$ cat config.mk
export PLATFORM = sky130hd
export DESIGN_NAME = ber_tlv_header_parser_tag_finder
export DESIGN_NICKNAME = d
export VERILOG_FILES = /design/src/rtl/btlv_pkg.sv /design/src/rtl/ber_tlv_header_parser_tag_finder.sv
export SDC_FILE = /design/constraint.sdc
export NUM_CORES = 2
export LEC_CHECK = 0
export ABC_AREA = 1
export BUFFER_PORTS_ARGS = -buffer_cell sky130_fd_sc_hd__buf_2
export CAP_MARGIN = 20
export CORE_MARGIN = 2
export CORE_UTILIZATION = 63
export DETAILED_ROUTE_END_ITERATION = 16
export PLACE_DENSITY = 0.78
export SYNTH_ARGS = -nofsm -noshare
export SYNTH_HDL_FRONTEND = slang
export SYNTH_SLANG_ARGS = --single-unit
$ cat constraint.sdc
create_clock -name clk -period 6.05 [get_ports clk]
set_input_delay 0.9075 -clock clk [delete_from_list [all_inputs] [get_ports clk]]
set_output_delay 0.9075 -clock clk [all_outputs]
set_load 0.01 [all_outputs]
$ cat src/rtl/btlv_pkg.sv
`default_nettype none
// ----------------------------------------------------------------------------
// btlv_pkg
// Shared types and codes for the BER-TLV header parser and tag finder.
// ----------------------------------------------------------------------------
package btlv_pkg;

    localparam int NUM_MATCH_TAGS   = 4;
    localparam int MAX_LENGTH_BYTES = 4;
    localparam int OUT_DEPTH        = 4;

    localparam logic [2:0] CFG_MATCH_TAG_0     = 3'd0;
    localparam logic [2:0] CFG_MATCH_TAG_1     = 3'd1;
    localparam logic [2:0] CFG_MATCH_TAG_2     = 3'd2;
    localparam logic [2:0] CFG_MATCH_TAG_3     = 3'd3;
    localparam logic [2:0] CFG_MATCH_TAG_COUNT = 3'd4;
    localparam logic [2:0] CFG_REPORT_ALL      = 3'd5;

    localparam logic [1:0] ST_ELEMENT   = 2'd0;
    localparam logic [1:0] ST_TRUNCATED = 2'd1;
    localparam logic [1:0] ST_LEN_LONG  = 2'd2;
    localparam logic [1:0] ST_NOT_FOUND = 2'd3;

    localparam logic [4:0] TAG_MULTI_MASK = 5'b11111;

    typedef struct packed {
        logic [15:0] element_tag;
        logic [31:0] element_offset;
        logic [31:0] value_offset;
        logic [31:0] value_length;
        logic        tag_matched;
        logic [1:0]  status;
        logic        last_of_run;
    } result_t;

endpackage

`default_nettype wire

$ cat src/rtl/ber_tlv_header_parser_tag_finder.sv
`default_nettype none
// ----------------------------------------------------------------------------
// ber_tlv_header_parser_tag_finder
// Walks top-level BER-TLV elements one byte a word and reports tag hits or, in report-all mode, every element.
// ----------------------------------------------------------------------------
// Input stream s_axis: one buffer byte per word, tlast on the buffer's last
// byte. Output stream m_axis: one word per reported element; tuser carries
// the status (element, truncated, length field too long, not found), tlast
// marks the final result caused by one input byte.
// One input byte is accepted per cycle while s_axis_tready is high. Its results
// are written into a four-entry output queue on the accepting edge and leave on
// m_axis in order. A byte yields at most two results, two only on a buffer's
// last byte; s_axis_tready is high while the queue has room for two. With a
// receiver that takes a word every cycle the block takes one byte per cycle,
// except that a run of bytes that each yield two words fills the queue faster
// than it drains and drops s_axis_tready. When the receiver stalls, the queue
// fills and s_axis_tready drops; nothing is lost.
// The user writes configuration (cfg_we, cfg_index, cfg_data) only while the
// block is idle; the block itself does not enforce this. Reset clears the parse
// state and the queue and loads the register defaults (match tags 0, one active match tag, find-first mode).
// ----------------------------------------------------------------------------
module ber_tlv_header_parser_tag_finder
    import btlv_pkg::*;
(
    input  wire logic         clk,
    input  wire logic         rst_n,
    input  wire logic         cfg_we,
    input  wire logic [2:0]   cfg_index,
    input  wire logic [15:0]  cfg_data,
    input  wire logic         s_axis_tvalid,
    output logic              s_axis_tready,
    input  wire logic [7:0]   s_axis_tdata,   // [7:0] data_byte
    input  wire logic         s_axis_tlast,   // end_of_buffer
    output logic              m_axis_tvalid,
    input  wire logic         m_axis_tready,
    // [15:0] element_tag, [47:16] element_offset, [79:48] value_offset,
    // [111:80] value_length, [112] tag_matched, [119:113] zero
    output logic [119:0]      m_axis_tdata,
    output logic [1:0]        m_axis_tuser,   // [1:0] status
    output logic              m_axis_tlast    // last_of_run
);

    typedef enum logic [2:0] {
        PH_TAG1,
        PH_TAG2,
        PH_LEN1,
        PH_LENX,
        PH_VALUE
    } phase_t;

    logic [15:0] match_tag_reg [NUM_MATCH_TAGS];
    logic [2:0]  match_count_reg;
    logic        report_all_reg;

    phase_t      phase_reg, phase_next;
    logic [15:0] tag_reg, tag_next;
    logic [31:0] len_reg, len_next;
    logic [2:0]  len_left_reg, len_left_next;
    logic [31:0] val_left_reg, val_left_next;
    logic [31:0] pos_reg, pos_next;
    logic [31:0] elem_start_reg, elem_start_next;
    logic [31:0] val_start_reg, val_start_next;
    logic        done_reg, done_next;

    result_t     res0, res1;
    logic [1:0]  nres;
    logic        accept;
    logic        pop;

    result_t     queue_reg [OUT_DEPTH];
    logic [1:0]  wr_ptr_reg;
    logic [1:0]  rd_ptr_reg;
    logic [2:0]  count_reg;

    assign accept        = s_axis_tvalid && s_axis_tready;
    assign pop           = m_axis_tvalid && m_axis_tready;
    assign s_axis_tready = (count_reg <= 3'(OUT_DEPTH - 2));
    assign m_axis_tvalid = (count_reg != 3'd0);

    always_comb
    begin
        logic [7:0] b;
        logic       header_done;
        logic       complete;
        logic       hit;
        logic [6:0] n;
        result_t    r;
        b           = s_axis_tdata;
        header_done = 1'b0;
        complete    = 1'b0;
        hit         = 1'b0;
        n           = b[6:0];
        r           = '0;

        phase_next      = phase_reg;
        tag_next        = tag_reg;
        len_next        = len_reg;
        len_left_next   = len_left_reg;
        val_left_next   = val_left_reg;
        pos_next        = pos_reg;
        elem_start_next = elem_start_reg;
        val_start_next  = val_start_reg;
        done_next       = done_reg;
        res0            = '0;
        res1            = '0;
        nres            = 2'd0;

        if (accept)
        begin
            pos_next = pos_reg + 32'd1;
            if (!done_reg)
            begin
                case (phase_reg)
                    PH_TAG1:
                    begin
                        elem_start_next = pos_reg;
                        tag_next        = {8'd0, b};
                        len_next        = '0;
                        val_start_next  = '0;
                        len_left_next   = '0;
                        val_left_next   = '0;
                        phase_next      = (b[4:0] == TAG_MULTI_MASK) ? PH_TAG2 : PH_LEN1;
                    end
                    PH_TAG2:
                    begin
                        tag_next   = {tag_reg[7:0], b};
                        phase_next = PH_LEN1;
                    end
                    PH_LEN1:
                    begin
                        if (b[7])
                        begin
                            if (n > 7'(MAX_LENGTH_BYTES))
                            begin
                                r.element_tag    = tag_reg;
                                r.element_offset = elem_start_reg;
                                r.value_length   = {25'd0, n};
                                r.status         = ST_LEN_LONG;
                                res0             = r;
                                nres             = 2'd1;
                                done_next        = 1'b1;
                                phase_next       = PH_TAG1;
                            end
                            else if (n == 7'd0)
                            begin
                                len_next    = '0;
                                header_done = 1'b1;
                            end
                            else
                            begin
                                len_next      = '0;
                                len_left_next = n[2:0];
                                phase_next    = PH_LENX;
                            end
                        end
                        else
                        begin
                            len_next    = {24'd0, b};
                            header_done = 1'b1;
                        end
                    end
                    PH_LENX:
                    begin
                        len_next = {len_reg[23:0], b};
                        if (len_left_reg != 3'd0)
                            len_left_next = len_left_reg - 3'd1;
                        if (len_left_next == 3'd0)
                            header_done = 1'b1;
                    end
                    default:
                    begin
                        if (val_left_reg != 32'd0)
                            val_left_next = val_left_reg - 32'd1;
                        if (val_left_next == 32'd0)
                            complete = 1'b1;
                    end
                endcase

                if (header_done)
                begin
                    val_start_next = pos_reg + 32'd1;
                    if (len_next == 32'd0)
                        complete = 1'b1;
                    else
                    begin
                        val_left_next = len_next;
                        phase_next    = PH_VALUE;
                    end
                end

                if (complete)
                begin
                    for (int i = 0; i < NUM_MATCH_TAGS; i++)
                        if (match_count_reg > 3'(i) && match_tag_reg[i] == tag_next)
                            hit = 1'b1;
                    phase_next       = PH_TAG1;
                    r                = '0;
                    r.element_tag    = tag_next;
                    r.element_offset = elem_start_next;
                    r.value_offset   = val_start_next;
                    r.value_length   = len_next;
                    r.tag_matched    = hit;
                    r.status         = ST_ELEMENT;
                    if (report_all_reg)
                    begin
                        res0 = r;
                        nres = 2'd1;
                    end
                    else if (hit)
                    begin
                        res0      = r;
                        nres      = 2'd1;
                        done_next = 1'b1;
                    end
                end
            end

            if (s_axis_tlast)
            begin
                if (!done_next)
                begin
                    if (phase_next != PH_TAG1)
                    begin
                        r                = '0;
                        r.element_tag    = tag_next;
                        r.element_offset = elem_start_next;
                        r.value_offset   = val_start_next;
                        r.value_length   = len_next;
                        r.status         = ST_TRUNCATED;
                        res0             = r;
                        nres             = 2'd1;
                    end
                    if (!report_all_reg)
                    begin
                        r        = '0;
                        r.status = ST_NOT_FOUND;
                        if (nres == 2'd0)
                        begin
                            res0 = r;
                            nres = 2'd1;
                        end
                        else
                        begin
                            res1 = r;
                            nres = 2'd2;
                        end
                    end
                end
                phase_next      = PH_TAG1;
                tag_next        = '0;
                len_next        = '0;
                len_left_next   = '0;
                val_left_next   = '0;
                pos_next        = '0;
                elem_start_next = '0;
                val_start_next  = '0;
                done_next       = 1'b0;
            end

            if (nres == 2'd1)
                res0.last_of_run = 1'b1;
            if (nres == 2'd2)
                res1.last_of_run = 1'b1;
        end
    end

    always_ff @(posedge clk or negedge rst_n)
    begin
        if (!rst_n)
        begin
            for (int i = 0; i < NUM_MATCH_TAGS; i++)
                match_tag_reg[i] <= '0;
            match_count_reg <= 3'd1;
            report_all_reg  <= 1'b0;
        end
        else if (cfg_we)
        begin
            case (cfg_index)
                CFG_MATCH_TAG_0:     match_tag_reg[0] <= cfg_data;
                CFG_MATCH_TAG_1:     match_tag_reg[1] <= cfg_data;
                CFG_MATCH_TAG_2:     match_tag_reg[2] <= cfg_data;
                CFG_MATCH_TAG_3:     match_tag_reg[3] <= cfg_data;
                CFG_MATCH_TAG_COUNT: match_count_reg  <= cfg_data[2:0];
                CFG_REPORT_ALL:      report_all_reg   <= cfg_data[0];
                default:             ;
            endcase
        end
    end

    always_ff @(posedge clk or negedge rst_n)
    begin
        if (!rst_n)
        begin
            phase_reg      <= PH_TAG1;
            tag_reg        <= '0;
            len_reg        <= '0;
            len_left_reg   <= '0;
            val_left_reg   <= '0;
            pos_reg        <= '0;
            elem_start_reg <= '0;
            val_start_reg  <= '0;
            done_reg       <= 1'b0;
        end
        else
        begin
            phase_reg      <= phase_next;
            tag_reg        <= tag_next;
            len_reg        <= len_next;
            len_left_reg   <= len_left_next;
            val_left_reg   <= val_left_next;
            pos_reg        <= pos_next;
            elem_start_reg <= elem_start_next;
            val_start_reg  <= val_start_next;
            done_reg       <= done_next;
        end
    end

    // result queue
    always_ff @(posedge clk)
    begin
        if (nres != 2'd0)
            queue_reg[wr_ptr_reg] <= res0;
        if (nres == 2'd2)
            queue_reg[wr_ptr_reg + 2'd1] <= res1;
    end

    always_ff @(posedge clk or negedge rst_n)
    begin
        if (!rst_n)
        begin
            wr_ptr_reg <= '0;
            rd_ptr_reg <= '0;
            count_reg  <= '0;
        end
        else
        begin
            wr_ptr_reg <= wr_ptr_reg + nres;
            if (pop)
                rd_ptr_reg <= rd_ptr_reg + 2'd1;
            count_reg <= count_reg + {1'b0, nres} - {2'd0, pop};
        end
    end

    always_comb
    begin
        result_t q;
        q             = queue_reg[rd_ptr_reg];
        m_axis_tdata  = {7'd0, q.tag_matched, q.value_length, q.value_offset,
                         q.element_offset, q.element_tag};
        m_axis_tuser  = q.status;
        m_axis_tlast  = q.last_of_run;
    end

endmodule

`default_nettype wire

# ---- After elaboration in Yosys (flattened, before gate mapping)
# Memory sizes are Yosys's and may differ from the RTL's.
# Index checks and enable logic that the tools add are counted.
dict set report classes {
  add_sub_neg 8
  order_cmp 6
  n_eq_ne 20
  n_mux 126
  n_reduce_logical 29
}
# operator count
set op_table {}
lappend op_table {{2-to-1 mux 116 bit} 15}
lappend op_table {{2-to-1 mux 32 bit} 26}
lappend op_table {{one-hot mux 32 bit (3 select lines)} 1}
lappend op_table {{2-to-1 mux 3 bit} 23}
lappend op_table {{== test 16 bit} 4}
lappend op_table {{logical NOT 32 bit} 2}
lappend op_table {{2-to-1 mux 16 bit} 4}
lappend op_table {{one-hot mux 32 bit (2 select lines)} 1}
lappend op_table {{2-to-1 mux 1 bit} 37}
lappend op_table {{adder 32 x 1 -> 32 bit, second input constant} 1}
lappend op_table {{one-hot mux 16 bit (2 select lines)} 1}
lappend op_table {{nonzero test 32 bit} 1}
lappend op_table {{subtractor 32 x 1 -> 32 bit, second input constant} 1}
lappend op_table {{2-to-1 mux 2 bit} 15}
lappend op_table {{one-hot mux 3 bit (3 select lines)} 2}
lappend op_table {{AND reduction 2 bit} 7}
lappend op_table {{== test 3 x 2 -> 1 bit, second input constant} 4}
lappend op_table {{logical NOT 3 bit} 3}
lappend op_table {{!= test 3 bit, second input constant} 3}
lappend op_table {{nonzero test 3 bit} 3}
lappend op_table {{> comparator 7 x 3 -> 1 bit, second input constant} 1}
lappend op_table {{logical NOT 7 bit} 1}
lappend op_table {{== test 3 x 1 -> 1 bit, second input constant} 2}
lappend op_table {{== test 3 bit, second input constant} 2}
lappend op_table {{20 further kinds} 29}
dict set report word_totals {
  register_bits 258
  ram_bits 464
  input_bits 33
  output_inout_bits 125
  wordCells 208
  memories 1
}
# memory depth word_bits rd rd_clocked_by_memory_dff write_ports line_no
set mem_list {}
lappend mem_list {queue_reg 4 116 1 0 2 ber_tlv_header_parser_tag_finder.sv:70} ;# result_t queue_reg [OUT_DEPTH];

# ---- Longest topological paths before layout
dict set report depth {
  ltp_word 34
  mapped_depth 32
  depth_no_buf 29
}

# ---- Worst setup path before layout
# No wires, ideal clock.
dict set report synth_timing {
  path_type {input port to flip-flop}
  startpoint {in s_axis_tdata[6]}
  endpoint {reg count_reg[2]}
  setup_time_ps 129
  arrival_ps 4660
  required_time_ps 5921
  setup_slack_ps 1262
  stages 28
  n_path_buf 2
  cell_sequence {inv_1 nand2_1 nor2_1 nand2_1 nand2_4 nand2_2 buf_4 a21oi_1 nand2_1 nor2_1 nand2_1 nor2_1 nand3_1 nand2_2 nand2_1 o21ai_1 nand2_2 clkinv_1 buf_2 nand2_1 ha_1 nand4_1 nand2_2 nand2_4 or2_2 fa_1 xnor2_1 xor2_1}
}
dict set report synth_between {
  elab_chain_len 29
  word_cells_on_any_way 74
  classes_between {add/sub (2); order compare (1); eq/ne (4); mux (59); reduce/logical (8)}
}
# element line_no
set synth_rtl {}
lappend synth_rtl {{from (decl)} ber_tlv_header_parser_tag_finder.sv:32} ;# input wire logic [7:0] s_axis_tdata,
lappend synth_rtl {{parallel branches: the longest is 24 deep, another holds > comparator 7 x 3 -> 1 bit} -}
lappend synth_rtl {{2-to-1 mux 2 bit *} ber_tlv_header_parser_tag_finder.sv:218} ;# if (s_axis_tlast)
lappend synth_rtl {{2-to-1 mux 2 bit * (2 in a row)} ber_tlv_header_parser_tag_finder.sv:108} ;# if (accept)
lappend synth_rtl {{adder 3 x 2 -> 3 bit *} ber_tlv_header_parser_tag_finder.sv:340} ;# count_reg <= count_reg + {1'b0, nres} - {2'd0, pop};
lappend synth_rtl {{subtractor 3 x 1 -> 3 bit *} ber_tlv_header_parser_tag_finder.sv:340}
lappend synth_rtl {{to (signal assigned)} ber_tlv_header_parser_tag_finder.sv:340}
lappend synth_rtl {{to (decl)} ber_tlv_header_parser_tag_finder.sv:73} ;# logic [2:0] count_reg;
# Mark *: on every way between the ends. The select of a mux whose other input is x is not followed.
# A chain may end at the register's enable or synchronous reset.

==> impl_summary.log <==
[metrics] via count: 38900
[metrics] global route overflow: 0
[metrics] number of buffers inserted to repair setup after CTS: 0
[metrics] number of top-level pins: 158
[metrics] Max stage delay cell, worst path: dfrtp_1
[metrics] overall global routing resource usage: 0.385
[metrics] total power divided by cell area: 641 mW/mm2
[metrics] commonest non-fill, non-tap cell in the layout: nand2_1
[metrics] fraction of the core area covered by cells at the end of the flow: 0.693
[metrics] width of the die: 253 um
[metrics] Die Footprint: 0.0640 mm2
[metrics] fraction of synthesized cell area taken by the top area cell type: 0.232
[metrics] H-Tree Depth: 3
[metrics] detailed-placement wirelength estimate: 80.4 mm
[metrics] Layout Skew: 0.0231 ns
[metrics] minimum clock period: 5.44 ns
[metrics] CP Capture Type: register
[metrics] register area share after synthesis: 0.406
[metrics] via count of the first global-routing pass: 34800
[metrics] Highest Clock Rate: 184 MHz
[metrics] initial standard-cell utilization of the core: 0.636
[metrics] vertical extent of the die: 253 um
[metrics] row count: 91
[metrics] arrival time of data at the critical path endpoint: 5.96 ns
[metrics] Post-synth EDFFs: 12
[metrics] crit path launch type: register
[metrics] number of warnings printed during yosys synthesis: 0
[metrics] maximum buffer depth of the clock tree: 3
[metrics] final wirelength: 125 mm
[metrics] setup TNS after final layout: 0 ns
[metrics] dominant cells by area after synthesis: dfxtp_1 (23%), dfrtp_1 (16%), nand2_1 (13%)
[metrics] maximum number of pins on one net before global-route repair: 155
[metrics] relative area change from synthesis to final layout: 8.98%
[metrics] clk root buf: clkbuf_16
[metrics] result of the run: complete, no violations
[metrics] number of max-cap violations: 0
[metrics] clock sink count: 722
[metrics] Setup-failing EPs final: 0
[metrics] Inserted Clock Buffers: 79
[metrics] worst vdd ir: 0.367 mV
[metrics] setup repair after global routing missed its margin: false
[metrics] Least-Margin Pin Slew: 1.07 ns
[metrics] number of cells produced by synthesis: 5882
[metrics] final design area excluding fillers: 0.0426 mm2
[metrics] count of cell types in the netlist: 56
[metrics] path type of the worst min-delay path: in2async
[metrics] number of antenna violations at the first check in global routing: 1
[metrics] post-route DRC violation count: 0
[metrics] most area-hungry cell type in the Yosys netlist: dfxtp_1
[metrics] placeable core region: 0.0615 mm2
[metrics] depth of the critical timing path with buffers and inverters included: 28
[metrics] final-stage net count: 5850
[metrics] weighted congestion at the end of routability-driven global placement: 0.941
[metrics] part of the cycle the worst path needs: 0.899
[metrics] mean cell area of the mapped netlist: 6.65 um2
[metrics] clock-pin slew on the worst setup and hold paths: 0.06 ns
[metrics] critical setup path kind: reg2reg
[metrics] Via density: 5.84
[metrics] critical path fanouts, max: 44
[metrics] post-route antenna net violation count: 0
[metrics] commonest cells after routing, fill and taps aside: nand2_1 (1368), nor2_1 (1252), o21ai_0 (719)
[metrics] global-route wire length before repair: 196 mm
[metrics] number of failing hold endpoints at the final stage: 0
[metrics] worst skew pair latency: 0.63 ns
[metrics] TritonCTS clock tree: built
[metrics] drt initial violations: 4777
[metrics] pins over their slew limit: 0
[metrics] most numerous cell on the critical path: nand2_1
[metrics] cell area after technology mapping: 0.0391 mm2
[metrics] dominant register cell in the synthesized netlist: dfxtp_1
[metrics] CTS-repair resized insts: 0
[metrics] average routed wire per standard cell: 18.8 um
[metrics] Critical Path Max Stage Delay: 0.38 ns
[metrics] Synth async-reset ratio: 0.357
[metrics] Leakage Power: 20.6 nW
[metrics] worst slew margin relative to its limit: 0.290
[metrics] number of filler instances in the final layout: 5446
[metrics] depth of the worst register-to-register path: 28
[metrics] ratio of cells with drive above 1 in the final layout: 0.0758
[metrics] flip-flop count of the largest register, all copies and words added: 464
[metrics] synthesis-stage register bit count: 722
[metrics] instance area after placement: 0.0400 mm2
[metrics] worst path bufs/invs: 4
[metrics] total of hold buffers inserted after clock tree synthesis: 0
[metrics] kind of cell adding the most delay to the critical path: simple AND/OR/NAND/NOR gates
[metrics] Worst Path Required: 6.57 ns
[metrics] number of I/O port buffers: 150
[metrics] first-pass iteration count of the detailed router: 6
-- worst paths after layout --
| check | from | to | slack (ns) |
|---|---|---|---|
| setup / recovery | val_left_reg[0]$_DFFE_PN0P_ | queue_reg[1][95]$_SDFFE_PP0N_ | 0.61 |
| hold / removal | rst_n | len_reg[3]$_DFFE_PN0P_ | 0.33 |
| setup reg to reg | val_left_reg[0]$_DFFE_PN0P_ | queue_reg[1][95]$_SDFFE_PP0N_ | 0.61 |
| hold reg to reg | queue_reg[2][35]$_SDFFE_PP0N_ | queue_reg[2][35]$_SDFFE_PP0N_ | 0.47 |
| max in group asynchronous | rst_n | pos_reg[21]$_DFFE_PN0P_ | 4.46 |
| min in group clk | queue_reg[2][35]$_SDFFE_PP0N_ | queue_reg[2][35]$_SDFFE_PP0N_ | 0.47 |
-- logic make-up (layout without fill, tap and decap cells) --
family / Yosys count / count (layout) / share of synthesized area
other: 1 / 8 / 0.0000959
flip-flops: 722 / 722 / 0.406
buffers and inverters: 833 / 816 / 0.0871
adder cells (fa/ha/maj): 8 / 8 / 0.00275
AO/OA/AOI/OAI: 1401 / 1401 / 0.202
XOR/XNOR: 77 / 77 / 0.0173
AND/OR/NAND/NOR: 2840 / 2840 / 0.285
-- power breakdown --
| part | total [W] | switching [W] | internal (W) |
|---|---|---|---|
| logic | 0.0143 | 0.00976 | 0.00459 |
| clock network | 0.00477 | 0.00201 | 0.00276 |
| registers | 0.00816 | 0.00125 | 0.00691 |
-- Yosys cell counts, types with 13 or more instances --
master and instances:
dfrtp_1 257, nand4_1 54, xnor2_1 14, buf_1 26, buf_4 27, nand3_1 93
nand2_2 13, o21bai_1 133, nand2_1 1370, o21ai_0 719, buf_2 106, nor3_1 19
nor2_1 1260, o22ai_1 169, dfxtp_1 452, inv_1 422, a21oi_1 274, xor2_1 63
clkbuf_1 231, o21ai_1 26
-- per-stage QoR --
stage	worst slack (ns)	instances	power (W)	hold slack, ns
after floorplan	1.26	5888	0.0181	0.450
after global placement	0.478	6516	0.0219	0.455
after detailed placement	0.326	6516	0.0222	0.465
after CTS	0.758	6659	0.0270	0.368
after global routing	0.308	6661	0.0293	0.391
final	0.611	6662	0.0273	0.331
-- worst reg2reg max path: cells and delay by family (launching register included) --
family                     cells  cell delay, ns
DFF                            1            0.38
and+or+nand+nor               20            3.17
buffers and inverters          4            0.85
AOI/OAI and AO/OA              2            0.40
adders and majority gates      2            0.54
-- per-layer routing --
metal | vias to the layer above | routed length, um | global-route usage
met5 | - | 17 | 0
met4 | 2 | 6370 | 0.192
met3 | 319 | 12900 | 0.0971
met2 | 1867 | 55800 | 0.592
met1 | 18000 | 50400 | 0.504
li1 | 18800 | - | -
-- area by class of cell --
| cell class | instances | area [um2] | area share |
|---|---|---|---|
| Timing Repair Buffer | 236 | 1660 | 0.0389 |
| Clock inverter | 22 | 214 | 0.00502 |
| Inverter | 437 | 1660 | 0.0389 |
| Sequential cell | 722 | 15900 | 0.373 |
| Antenna cell | 1 | 2.50 | 0.0000587 |
| Multi-Input combinational cell | 4333 | 19900 | 0.467 |
| Clock buffer | 121 | 2310 | 0.0542 |
| Tap cell | 790 | 988 | 0.0232 |
Power figures use the tool's default switching activity.
